## config.mk

```make
export PLATFORM = sky130hd
export DESIGN_NAME = block_buffer_cache_lru
export DESIGN_NICKNAME = d
export VERILOG_FILES = /design/src/hdl/bbc_pkg.sv /design/src/hdl/bbc_ctrl.sv /design/src/hdl/bbc_dp.sv /design/src/hdl/block_buffer_cache_lru.sv
export SDC_FILE = /design/constraint.sdc
export NUM_CORES = 2
export LEC_CHECK = 0
export ABC_AREA = 1
export BUFFER_PORTS_ARGS = -buffer_cell sky130_fd_sc_hd__buf_2
export CAP_MARGIN = 0
export CORE_ASPECT_RATIO = 0.7
export CORE_MARGIN = 4
export CORE_UTILIZATION = 40
export DETAILED_ROUTE_END_ITERATION = 10
export MAX_ROUTING_LAYER = met4
export SYNTH_ARGS = -nofsm -noshare
export SYNTH_HDL_FRONTEND = slang
export SYNTH_SLANG_ARGS = --single-unit
```

## constraint.sdc

```tcl
create_clock -name clk -period 11.3 [get_ports clk]
set_input_delay 2.26 -clock clk [delete_from_list [all_inputs] [get_ports clk]]
set_output_delay 2.26 -clock clk [all_outputs]
set_load 0.05 [all_outputs]
```

## src/hdl/bbc_pkg.sv

```systemverilog
`default_nettype none
package bbc_pkg;

  // request actions
  localparam logic [1:0] ACT_GET     = 2'd0;
  localparam logic [1:0] ACT_RELEASE = 2'd1;
  localparam logic [1:0] ACT_PIN     = 2'd2;
  localparam logic [1:0] ACT_UNPIN   = 2'd3;

  // result status codes
  localparam logic [1:0] ST_OK     = 2'd0;
  localparam logic [1:0] ST_NOFREE = 2'd1;
  localparam logic [1:0] ST_COUNT  = 2'd2;

  localparam int SLOT_W = 5;
  localparam logic [7:0] CNT_MAX = 8'hFF;

  // one slot entry as held in the slot table
  typedef struct packed {
    logic [7:0]  dev;
    logic [31:0] blk;
    logic [7:0]  cnt;
    logic        filled;
    logic [31:0] rtime;
  } row_t;

  // controller to datapath
  typedef struct packed {
    logic load;
    logic rd;
    logic step;
    logic commit;
  } cmd_t;

  // datapath to controller
  typedef struct packed {
    logic is_get;
    logic in_range;
    logic scan_last;
    logic out_busy;
  } sts_t;

endpackage
`default_nettype wire

```

## src/hdl/bbc_ctrl.sv

```systemverilog
`default_nettype none
module bbc_ctrl
  import bbc_pkg::*;
(
  input  wire  clk,
  input  wire  rst_n,
  input  wire  in_valid,
  output logic in_stall,
  input  sts_t sts,
  output cmd_t cmd
);

  localparam logic [1:0] S_IDLE   = 2'd0;
  localparam logic [1:0] S_ISSUE  = 2'd1;
  localparam logic [1:0] S_WAIT   = 2'd2;
  localparam logic [1:0] S_COMMIT = 2'd3;

  logic [1:0] state_r, state_nxt;

  always_ff @(posedge clk) begin
    if (!rst_n) state_r <= S_IDLE;
    else        state_r <= state_nxt;
  end

  assign in_stall = (state_r != S_IDLE);

  always_comb begin
    state_nxt = state_r;
    cmd       = '0;
    unique case (state_r)
      S_IDLE: begin
        if (in_valid) begin
          cmd.load  = 1'b1;
          state_nxt = S_ISSUE;
        end
      end
      S_ISSUE: begin
        priority if (sts.is_get) begin
          cmd.rd   = 1'b1;
          cmd.step = 1'b1;
          if (sts.scan_last) state_nxt = S_WAIT;
        end else if (sts.in_range) begin
          cmd.rd    = 1'b1;
          state_nxt = S_WAIT;
        end else begin
          // bad slot: answer without touching the table
          state_nxt = S_COMMIT;
        end
      end
      S_WAIT: state_nxt = S_COMMIT;
      S_COMMIT: begin
        if (!sts.out_busy) begin
          cmd.commit = 1'b1;
          state_nxt  = S_IDLE;
        end
      end
      default: state_nxt = S_IDLE;
    endcase
  end

endmodule
`default_nettype wire

```

## src/hdl/bbc_dp.sv

```systemverilog
`default_nettype none
module bbc_dp
  import bbc_pkg::*;
#(
  parameter int SLOT_COUNT = 32
) (
  input  wire         clk,
  input  wire         rst_n,
  input  cmd_t        cmd,
  output sts_t        sts,
  input  wire  [1:0]  in_action,
  input  wire  [7:0]  in_device,
  input  wire  [31:0] in_block_number,
  input  wire  [4:0]  in_slot,
  input  wire  [31:0] in_now,
  output logic        out_valid,
  input  wire         out_stall,
  output logic [4:0]  out_result_slot,
  output logic        out_hit,
  output logic        out_needs_fill,
  output logic [1:0]  out_status
);

  localparam int IDX_W = (SLOT_COUNT > 1) ? $clog2(SLOT_COUNT) : 1;
  localparam int EXT_W = IDX_W + SLOT_W;
  localparam logic [IDX_W-1:0] LAST_IDX = IDX_W'(SLOT_COUNT - 1);

  // request word
  logic [1:0]  act_r;
  logic [7:0]  dev_r;
  logic [31:0] blk_r;
  logic [4:0]  slot_r;
  logic [31:0] now_r;

  // slot table
  row_t mem [SLOT_COUNT];
  row_t rd_row_r;
  logic [SLOT_COUNT-1:0] use_r;
  logic [SLOT_COUNT-1:0] mvld_r;

  logic [IDX_W-1:0] ctr_r;
  logic             rd_vld_r;
  logic [IDX_W-1:0] rd_idx_r;
  logic [IDX_W-1:0] rd_addr;
  logic [IDX_W-1:0] slot_idx;
  logic [EXT_W-1:0] slot_ext;

  // scan trackers
  logic             hit_f_r, free_f_r, old_f_r;
  logic [IDX_W-1:0] hit_idx_r, free_idx_r, old_idx_r;
  logic [7:0]       hit_cnt_r;
  logic             hit_fill_r;
  logic [31:0]      hit_time_r, free_time_r, old_time_r;

  // table entry as seen through its valid bit
  logic [7:0]  cur_cnt;
  logic        cur_fill;
  logic [31:0] cur_time;
  logic        cur_use;
  logic        cur_match;

  // commit results
  logic             wr_en;
  logic [IDX_W-1:0] wr_idx;
  row_t             wr_row;
  logic             set_use;
  logic [IDX_W-1:0] res_idx;
  logic [EXT_W-1:0] res_ext;
  logic [4:0]       res_slot;
  logic             res_hit, res_fill;
  logic [1:0]       res_st;

  logic out_valid_r;
  logic [4:0] out_slot_r;
  logic out_hit_r, out_fill_r;
  logic [1:0] out_st_r;

  assign slot_ext = EXT_W'(slot_r);
  assign slot_idx = slot_ext[IDX_W-1:0];
  assign rd_addr  = (act_r == ACT_GET) ? ctr_r : slot_idx;

  assign sts.is_get    = (act_r == ACT_GET);
  assign sts.in_range  = (32'(slot_r) < SLOT_COUNT);
  assign sts.scan_last = (ctr_r == LAST_IDX);
  assign sts.out_busy  = out_valid_r && out_stall;

  always_ff @(posedge clk) begin
    if (cmd.load) begin
      act_r  <= in_action;
      dev_r  <= in_device;
      blk_r  <= in_block_number;
      slot_r <= in_slot;
      now_r  <= in_now;
    end
  end

  always_ff @(posedge clk) begin
    if (cmd.rd) rd_row_r <= mem[rd_addr];
    if (wr_en)  mem[wr_idx] <= wr_row;
  end

  always_ff @(posedge clk) begin
    if (!rst_n) begin
      use_r    <= '0;
      mvld_r   <= '0;
      rd_vld_r <= 1'b0;
      ctr_r    <= '0;
    end else begin
      rd_vld_r <= cmd.rd;
      if (cmd.load)      ctr_r <= '0;
      else if (cmd.step) ctr_r <= ctr_r + 1'b1;
      if (wr_en) mvld_r[wr_idx] <= 1'b1;
      if (wr_en && set_use) use_r[wr_idx] <= 1'b1;
    end
  end

  always_ff @(posedge clk) begin
    if (cmd.rd) rd_idx_r <= rd_addr;
  end

  always_comb begin
    cur_cnt   = mvld_r[rd_idx_r] ? rd_row_r.cnt    : 8'd0;
    cur_fill  = mvld_r[rd_idx_r] ? rd_row_r.filled : 1'b0;
    cur_time  = mvld_r[rd_idx_r] ? rd_row_r.rtime  : 32'd0;
    cur_use   = use_r[rd_idx_r];
    cur_match = cur_use && (rd_row_r.dev == dev_r) && (rd_row_r.blk == blk_r);
  end

  always_ff @(posedge clk) begin
    if (cmd.load) begin
      hit_f_r  <= 1'b0;
      free_f_r <= 1'b0;
      old_f_r  <= 1'b0;
    end else if (rd_vld_r && (act_r == ACT_GET)) begin
      if (cur_match && !hit_f_r) begin
        hit_f_r    <= 1'b1;
        hit_idx_r  <= rd_idx_r;
        hit_cnt_r  <= cur_cnt;
        hit_fill_r <= cur_fill;
        hit_time_r <= cur_time;
      end
      if (!cur_use && !free_f_r) begin
        free_f_r    <= 1'b1;
        free_idx_r  <= rd_idx_r;
        free_time_r <= cur_time;
      end
      // strict compare keeps the lowest index on equal times
      if (cur_use && (cur_cnt == 8'd0) && (!old_f_r || (cur_time < old_time_r))) begin
        old_f_r    <= 1'b1;
        old_idx_r  <= rd_idx_r;
        old_time_r <= cur_time;
      end
    end
  end

  always_comb begin
    wr_en    = 1'b0;
    wr_idx   = slot_idx;
    wr_row   = rd_row_r;
    set_use  = 1'b0;
    res_idx  = slot_idx;
    res_hit  = 1'b0;
    res_fill = 1'b0;
    res_st   = ST_OK;
    wr_row.cnt    = cur_cnt;
    wr_row.filled = cur_fill;
    wr_row.rtime  = cur_time;
    priority if (act_r == ACT_GET) begin
      wr_row.dev    = dev_r;
      wr_row.blk    = blk_r;
      wr_row.filled = 1'b1;
      priority if (hit_f_r) begin
        res_idx = hit_idx_r;
        wr_idx  = hit_idx_r;
        res_hit = 1'b1;
        if (hit_cnt_r == CNT_MAX) begin
          res_st = ST_COUNT;
        end else begin
          wr_en        = 1'b1;
          wr_row.cnt   = hit_cnt_r + 8'd1;
          wr_row.rtime = hit_time_r;
          res_fill     = !hit_fill_r;
        end
      end else if (free_f_r || old_f_r) begin
        res_idx      = free_f_r ? free_idx_r : old_idx_r;
        wr_idx       = res_idx;
        wr_en        = 1'b1;
        set_use      = 1'b1;
        wr_row.cnt   = 8'd1;
        wr_row.rtime = free_f_r ? free_time_r : old_time_r;
        res_fill     = 1'b1;
      end else begin
        res_idx = '0;
        res_st  = ST_NOFREE;
      end
    end else if (!sts.in_range) begin
      res_st = ST_NOFREE;
    end else if (act_r == ACT_PIN) begin
      if (cur_cnt == CNT_MAX) begin
        res_st = ST_COUNT;
      end else begin
        wr_en      = 1'b1;
        wr_row.cnt = cur_cnt + 8'd1;
      end
    end else begin
      if (cur_cnt == 8'd0) begin
        res_st = ST_COUNT;
      end else begin
        wr_en      = 1'b1;
        wr_row.cnt = cur_cnt - 8'd1;
        // stamp the time when a release drops the last reference
        if ((act_r == ACT_RELEASE) && (cur_cnt == 8'd1)) wr_row.rtime = now_r;
      end
    end
    wr_en = wr_en && cmd.commit;
  end

  assign res_ext  = EXT_W'(res_idx);
  // out-of-range requests echo the requested slot unchanged
  assign res_slot = (act_r != ACT_GET && !sts.in_range) ? slot_r : res_ext[SLOT_W-1:0];

  always_ff @(posedge clk) begin
    if (!rst_n) begin
      out_valid_r <= 1'b0;
    end else if (cmd.commit) begin
      out_valid_r <= 1'b1;
    end else if (!out_stall) begin
      out_valid_r <= 1'b0;
    end
  end

  always_ff @(posedge clk) begin
    if (cmd.commit) begin
      out_slot_r <= res_slot;
      out_hit_r  <= res_hit;
      out_fill_r <= res_fill;
      out_st_r   <= res_st;
    end
  end

  assign out_valid       = out_valid_r;
  assign out_result_slot = out_slot_r;
  assign out_hit         = out_hit_r;
  assign out_needs_fill  = out_fill_r;
  assign out_status      = out_st_r;

endmodule
`default_nettype wire

```

## src/hdl/block_buffer_cache_lru.sv

```systemverilog
`default_nettype none
// Buffer slot manager with least-recently-released replacement. Each request
// word carries an action: get looks up a device/block tag across all slots and
// either raises the count on a hit or claims a victim (first never-used slot,
// else the unreferenced slot with the oldest release time, lowest index on
// ties); release, pin and unpin adjust one slot's reference count. One request
// is in work at a time. A get walks every entry through the slot table's single
// read port, one entry per cycle; release, pin and unpin read only the named
// slot, and one whose slot index is out of range is answered without touching
// the table. The result sits in an output register, so the next request
// is taken while a finished result still waits. No clearing pass after reset.
module block_buffer_cache_lru
  import bbc_pkg::*;
#(
  parameter int SLOT_COUNT = 32
) (
  input  wire         clk,
  input  wire         rst_n,
  input  wire         in_valid,
  output logic        in_stall,
  input  wire  [1:0]  in_action,
  input  wire  [7:0]  in_device,
  input  wire  [31:0] in_block_number,
  input  wire  [4:0]  in_slot,
  input  wire  [31:0] in_now,
  output logic        out_valid,
  input  wire         out_stall,
  output logic [4:0]  out_result_slot,
  output logic        out_hit,
  output logic        out_needs_fill,
  output logic [1:0]  out_status
);

  cmd_t cmd;
  sts_t sts;

  bbc_ctrl u_ctrl (
    .clk      (clk),
    .rst_n    (rst_n),
    .in_valid (in_valid),
    .in_stall (in_stall),
    .sts      (sts),
    .cmd      (cmd)
  );

  bbc_dp #(
    .SLOT_COUNT (SLOT_COUNT)
  ) u_dp (
    .clk             (clk),
    .rst_n           (rst_n),
    .cmd             (cmd),
    .sts             (sts),
    .in_action       (in_action),
    .in_device       (in_device),
    .in_block_number (in_block_number),
    .in_slot         (in_slot),
    .in_now          (in_now),
    .out_valid       (out_valid),
    .out_stall       (out_stall),
    .out_result_slot (out_result_slot),
    .out_hit         (out_hit),
    .out_needs_fill  (out_needs_fill),
    .out_status      (out_status)
  );

endmodule
`default_nettype wire

```

After elaboration in Yosys (flattened, before gate mapping)
Memory sizes are Yosys's and may differ from the RTL's. A register that Yosys moved wholly into a read port is not among the register bits. Cells that the tools add are included.

Flip-flop bits (word level): 289. Memory bits (writable): 2592. Input bits: 83. Output and inout port bits: 11. Word-level logic and storage cells: 154. Memories kept: 1.

Add/subtract/negate cells: 4. Magnitude comparators: 4. Eq/ne operators: 15. Mux-type cells: 68. Bitwise gates (word level): 4. Reduce and logical (&&, ||, !) cells: 31.

Memory list: u_dp.mem (words 32, width 81, read ports 1, clocked after memory_dff 1, wr ports 1, line bbc_dp.sv:36) `row_t mem [SLOT_COUNT];`.

Operator list (count): 2-to-1 mux 32 bit (9); 2-to-1 mux 8 bit (8); OR 32 bit (2); 2-to-1 mux 40 bit (1); 2-to-1 mux 5 bit (8); equality test 32 bit (1); less-than comparator 32 bit (1); 2-to-1 mux 1 bit (27); 2-to-1 mux 2 bit (11); adder 8 x 1 -> 8 bit, second input constant (2); equality test 8 bit, second input constant (2); logical AND 1 bit (12); less-than comparator 5 x 6 -> 1 bit, second input constant (2); AND reduction 3 bit (4); binary-select mux 1 bit (select 5 bit) (2); equality test 8 x 1 -> 1 bit, second input constant (1); equality test 8 bit (1); logical NOT 8 bit (1); case mux 2 bit (4 select lines) (1); subtractor 8 x 1 -> 8 bit, second input constant (1); equality test 2 bit, second input constant (3); AND reduction 2 bit (3); adder 5 x 1 -> 5 bit, second input constant (1); demux 1 bit (select 5 bit) (1); 12 further kinds (21).

Longest topological paths before layout
Depth in word-level cells: 10. Depth in mapped cells: 25. Gate-level depth less buffers: 23.

By module
From an unflattened synthesis, not the netlist that was laid out.

Cells, all modules: 9087. Area, all modules: 118357.3 um2.

By module, submodules not included: bbc_dp (times used 1, cells each 9051, area each 118135.8 um2, sequential area each 88144.5 um2); bbc_ctrl (times used 1, cells each 36, area each 221.5 um2, sequential area each 40.0 um2).

Worst setup path before layout
OpenSTA, ideal clock, no wires.

Path type: input-to-reg. Start point: input in_valid. End point: register u_dp.hit_cnt_r[0], enable pin. Library setup time: 450 ps. Arrival time: 6116 ps. Data required time: 10850 ps. Path slack: 4734 ps. Stages on the path: 7. Buffers on the path: 0. Cell sequence: nand2_1 inv_1 nor4_1 nand2_1 nor4_1 nand3_1 nor2_1.

RTL lines: start, declared (line block_buffer_cache_lru.sv:19) `input wire in_valid,`; end signal, assigned (line bbc_dp.sv:138) `hit_cnt_r <= cur_cnt;`; end, declared (line bbc_dp.sv:51) `logic [7:0] hit_cnt_r;`.

Final worst setup path
Start point: register u_dp.rd_idx_r[0]. End point: memory u_dp.mem[23][47] (netlist bit), enable pin.

Longest elaborated chain between the ends: 10. Elaborated cells between the ends (all ways): 12. Classes of those cells: 1 x eq/ne; 9 x mux; 2 x reduce/logical.

Ends and longest elaborated chain: start, declared (line bbc_dp.sv:43) `logic [IDX_W-1:0] rd_idx_r;`; start signal, assigned (line bbc_dp.sv:118) `if (cmd.rd) rd_idx_r <= rd_addr;`; binary-select mux 1 bit (select 5 bit) * (line bbc_dp.sv:122) `cur_cnt = mvld_r[rd_idx_r] ? rd_row_r.cnt : 8'd0;`; 2-to-1 mux 1 bit (implied by the code) * (line bbc_dp.sv:122); 2-to-1 mux 8 bit * (line bbc_dp.sv:122); via u_dp.cur_cnt[0] (line bbc_dp.sv:56) `logic [7:0] cur_cnt;`; equality test 8 bit / logical NOT 8 bit (equally long branches) (line bbc_dp.sv:199, bbc_dp.sv:206); 2-to-1 mux 1 bit (on tied branches) (line bbc_dp.sv:199, bbc_dp.sv:206); 2-to-1 mux 1 bit * (line bbc_dp.sv:198) `end else if (act_r == ACT_PIN) begin`; 2-to-1 mux 1 bit * (line bbc_dp.sv:168) `priority if (act_r == ACT_GET) begin`; logical AND 1 bit * (line bbc_dp.sv:215) `wr_en = wr_en && cmd.commit;`; 2-to-1 mux 1 bit * (line bbc_dp.sv:99) `if (wr_en) mem[wr_idx] <= wr_row;`; 2-to-1 mux 1 bit (implied by the code) * (line bbc_dp.sv:99); end, declared (line bbc_dp.sv:36).

Mark *: on every way through the listed nets, which the timed path passes. The rest lies on a longest branch. The select of a mux whose other input is x is not followed.

==> flow_metrics.py <==
metrics = {
    "clock_tree": {
        "htree_levels": 5,
        "cts_inserted_buffers": 281,
        "insertion_delay_ns": 0.87,
        "cts_resized": 0,
        "cts_sinks": 2962,
        "tritoncts": "yes",
        "clockRootBuffer": "clkbuf_16",
        "clockBufferDepth": 4,
        "post_cts_buffers": 0,
        "cts_hold_buf": 0,
        "clk_pin_slew_ns": 0.07,
    },
    "grt": {
        "use_met1": 0.357,
        "busiest_layer": "met1",
        "grt_pass1_vias": 71800,
        "grt_max_degree": 195,
        "grtUsageTotal": 0.238,
        "grt_first_pass_wirelength_um": 522000,
        "grt-ovfl-total": 0,
        "met2_usage": 0.335,
        "antenna_found_initial": 17,
        "use_met3": 0.0437,
    },
    "power": {
        "powerDensity_nw_per_um2": 238,
        "power.leakage_nw": 43.1,
        "vdd_drop_max_v": 0.000213,
    },
    "route": {
        "routed_wirelength_um": 365000,
        "dr.pass1.iters": 6,
        "wire_per_inst_um": 27.7,
        "final_antenna_net_count": 0,
        "viasPerCell": 5.90,
        "drc_errors": 0,
        "vias": 77800,
        "drt-initial-drc-count": 11900,
    },
    "floorplanning": {
        "rows": 166,
        "io-pin-count": 94,
        "fp.dieW_um": 658,
        "core-area_um2": 293000,
        "die_h_um": 463,
        "die-area_um2": 305000,
        "start_util": 0.403,
    },
    "placement": {
        "place_congestion": 0.872,
        "dp.cells": 12700,
        "place_area_um2": 123000,
        "portBuffers": 93,
        "dpl.hpwl_um": 203000,
    },
    "hold_path": {
        "min-delay-path-class": "reg2reg",
    },
    "yosys": {
        "synth_nets": 9212,
        "yosysWarnings": 0,
        "ys_seq_area_frac": 0.746,
        "synthTopCellsByCount": "edfxtp_1, nor2_1, o21ai_0, o32ai_1, nand2_1",
        "synth_cell_type_count": 59,
        "yosysMostFrequentCell": "edfxtp_1",
        "synthArstFlopShare": 0,
        "netlist_area_um2": 118000,
        "synth_top_area_share": 0.733,
        "synth.avg_cell_area_um2": 13.0,
        "synthCells": 9086,
        "ys.flop_type": "edfxtp_1",
        "synth_seq_cells": 2962,
        "synth_edf_count": 2886,
        "synthTopCellsByArea": "edfxtp_1, nor2_1, o32ai_1, o21ai_0, nand2_1",
        "synth_top_area_cell": "edfxtp_1",
    },
    "sta": {
        "setup_viol": 0,
        "post-route-min-period_ns": 6.18,
        "worstMarginPinSlew_ns": 1.45,
        "fmax_ghz": 0.162,
        "max_slew_margin": 0.0337,
        "rsz0062_at_grt": "no",
        "hold_viol_final": 0,
        "hold_slack_ns": 0.450,
        "layout_worst_path_cycle_share": 0.547,
        "fin_skew_ns": 0.0536,
        "slew_violations": 0,
        "finalSetupTns_ns": 0,
    },
    "outcome": {
        "status": "completed",
    },
    "setup_path": {
        "crit_family": "buffers and inverters",
        "arrival_ns": 6.67,
        "endpoint_kind": "flip-flop",
        "cp_max_fo": 36,
        "worstPathRequired_ns": 11.78,
        "crit_chain": "buf_4 > inv_2 > nand2_1 > nand3_1 > nand3_1 > nand2_1 > nand2_1 > nand3_2 > nand2_8 > inv_2 > buf_4 > nand2_1 > inv_1 > ha_1 > inv_1 > nor3_4 > nand2_2 > nand2_2 > nand3_4 > nand3_2 > inv_6 > buf_4 > buf_4",
        "startpoint_type": "flip-flop",
        "path_class": "reg2reg",
        "path_buf_inv": 9,
        "slowest_stage": "buf_4",
        "critical_path.max_stage_delay_ns": 0.66,
    },
    "final_layout": {
        "synthToLayoutAreaGrowth_pct": 11.7,
        "drive_gt1_frac": 0.0874,
        "fillers": 26000,
        "fin_util": 0.451,
        "layoutNonFillerInstCount": 13200,
        "seqCellArea_um2": 88200,
        "nets": 9151,
        "multi_input_area_um2": 27000,
        "fin_area_um2": 132000,
    },
    "run": {
        "maxCapViolations": 0,
    },
}
[registers in the layout (all words and copies together), names as in the netlist, 32 cells and up]
register,flops
u_dp.mem,2592
u_dp.rd_row_r,81
u_dp.hit_time_r,32
u_dp.old_time_r,32
u_dp.use_r,32
u_dp.now_r,32
u_dp.free_time_r,32
u_dp.blk_r,32
u_dp.mvld_r,32
[per-stage QoR]
| step | setup slack, ns | total power, mW |
|---|---|---|
| floorplan | 4.73 | 18.8 |
| global placement | 2.91 | 22.1 |
| detailed placement | 4.33 | 22.3 |
| CTS | 5.14 | 31.5 |
| global route | 4.80 | 32.6 |
| finish | 5.12 | 31.5 |
[where the power goes]
part / internal, mW / switching [mW] / leakage [nW]
registers: 14.0 / 0.273 / 26.9
logic: 1.69 / 6.27 / 11.9
clock network: 5.18 / 4.10 / 4.25
total: 20.9 / 10.6 / 43.1
[worst register-to-register path, stage by stage (launching register included)]
cell      delay (ns)
edfxtp_1        0.32
buf_4           0.33
inv_2           0.34
nand2_1         0.16
nand3_1         0.10
nand3_1         0.14
nand2_1         0.11
nand2_1         0.09
nand3_2         0.13
nand2_8         0.21
inv_2           0.05
buf_4           0.26
nand2_1         0.28
inv_1           0.16
ha_1            0.25
inv_1           0.12
nor3_4          0.07
nand2_2         0.15
nand2_2         0.10
nand3_4         0.50
nand3_2         0.28
inv_6           0.37
buf_4           0.67
buf_4           0.62
[cell families after synthesis]
group,share of synthesized area
and+or+nand+nor,0.100
buffers and inverters,0.0294
xor gates and xnor gates,0.00185
adders and majority gates,0.00455
DFF,0.746
muxes,0.000423
AOI/OAI and AO/OA,0.118
[area by class of cell]
class / instances / area share
multi-input combinational: 5237 / 0.205
antenna: 5 / 0.0000947
clock buffer: 349 / 0.0568
inverter: 265 / 0.00904
clock inverter: 141 / 0.00926
tap: 3948 / 0.0374
timing repair buffer: 278 / 0.0155
sequential: 2962 / 0.667
[worst paths after layout]
| path | startpoint | endpoint | slack, ns | depth (start not counted) |
|---|---|---|---|---|
| worst max-delay path | u_dp.rd_idx_r[0]$_DFFE_PP_ | u_dp.mem[23][47]$_DFFE_PP_ | 5.12 | 23 |
| worst min-delay path | u_dp.use_r[26]$_SDFFE_PN0P_ | u_dp.use_r[26]$_SDFFE_PN0P_ | 0.45 | 2 |
| worst min register to register | u_dp.use_r[26]$_SDFFE_PN0P_ | u_dp.use_r[26]$_SDFFE_PN0P_ | 0.45 | 2 |
| worst max register to register | u_dp.rd_idx_r[0]$_DFFE_PP_ | u_dp.mem[23][47]$_DFFE_PP_ | 5.12 | 23 |
[per-layer routing]
metal	share of wire	routed length, um	up-vias
met3	0.11	39600	516
met4	0.023	8390	0
met5	0	0	-
met1	0.44	160000	39300
met2	0.43	158000	4395
li1	-	-	33600
[cells in the final DEF, fill, tap and decap left out, drive strengths merged, types with 6 or more instances in the layout]
master,n
edfxtp,2886
nor2,2263
o21ai,1008
o32ai,595
nand2,594
clkbuf,350
buf,277
inv,276
a21oi,182
o22ai,117
clkinv,103
nand3,86
dfxtp,76
o311ai,57
o21bai,51
o211ai,46
ha,43
o31ai,27
o221ai,25
a31oi,25
xor2,23
nand4,22
bufinv,20
nor3,18
o2111ai,17
nor4,8
clkinvlp,7
or2,6
No activity file was read; power rests on OpenSTA's default activity.
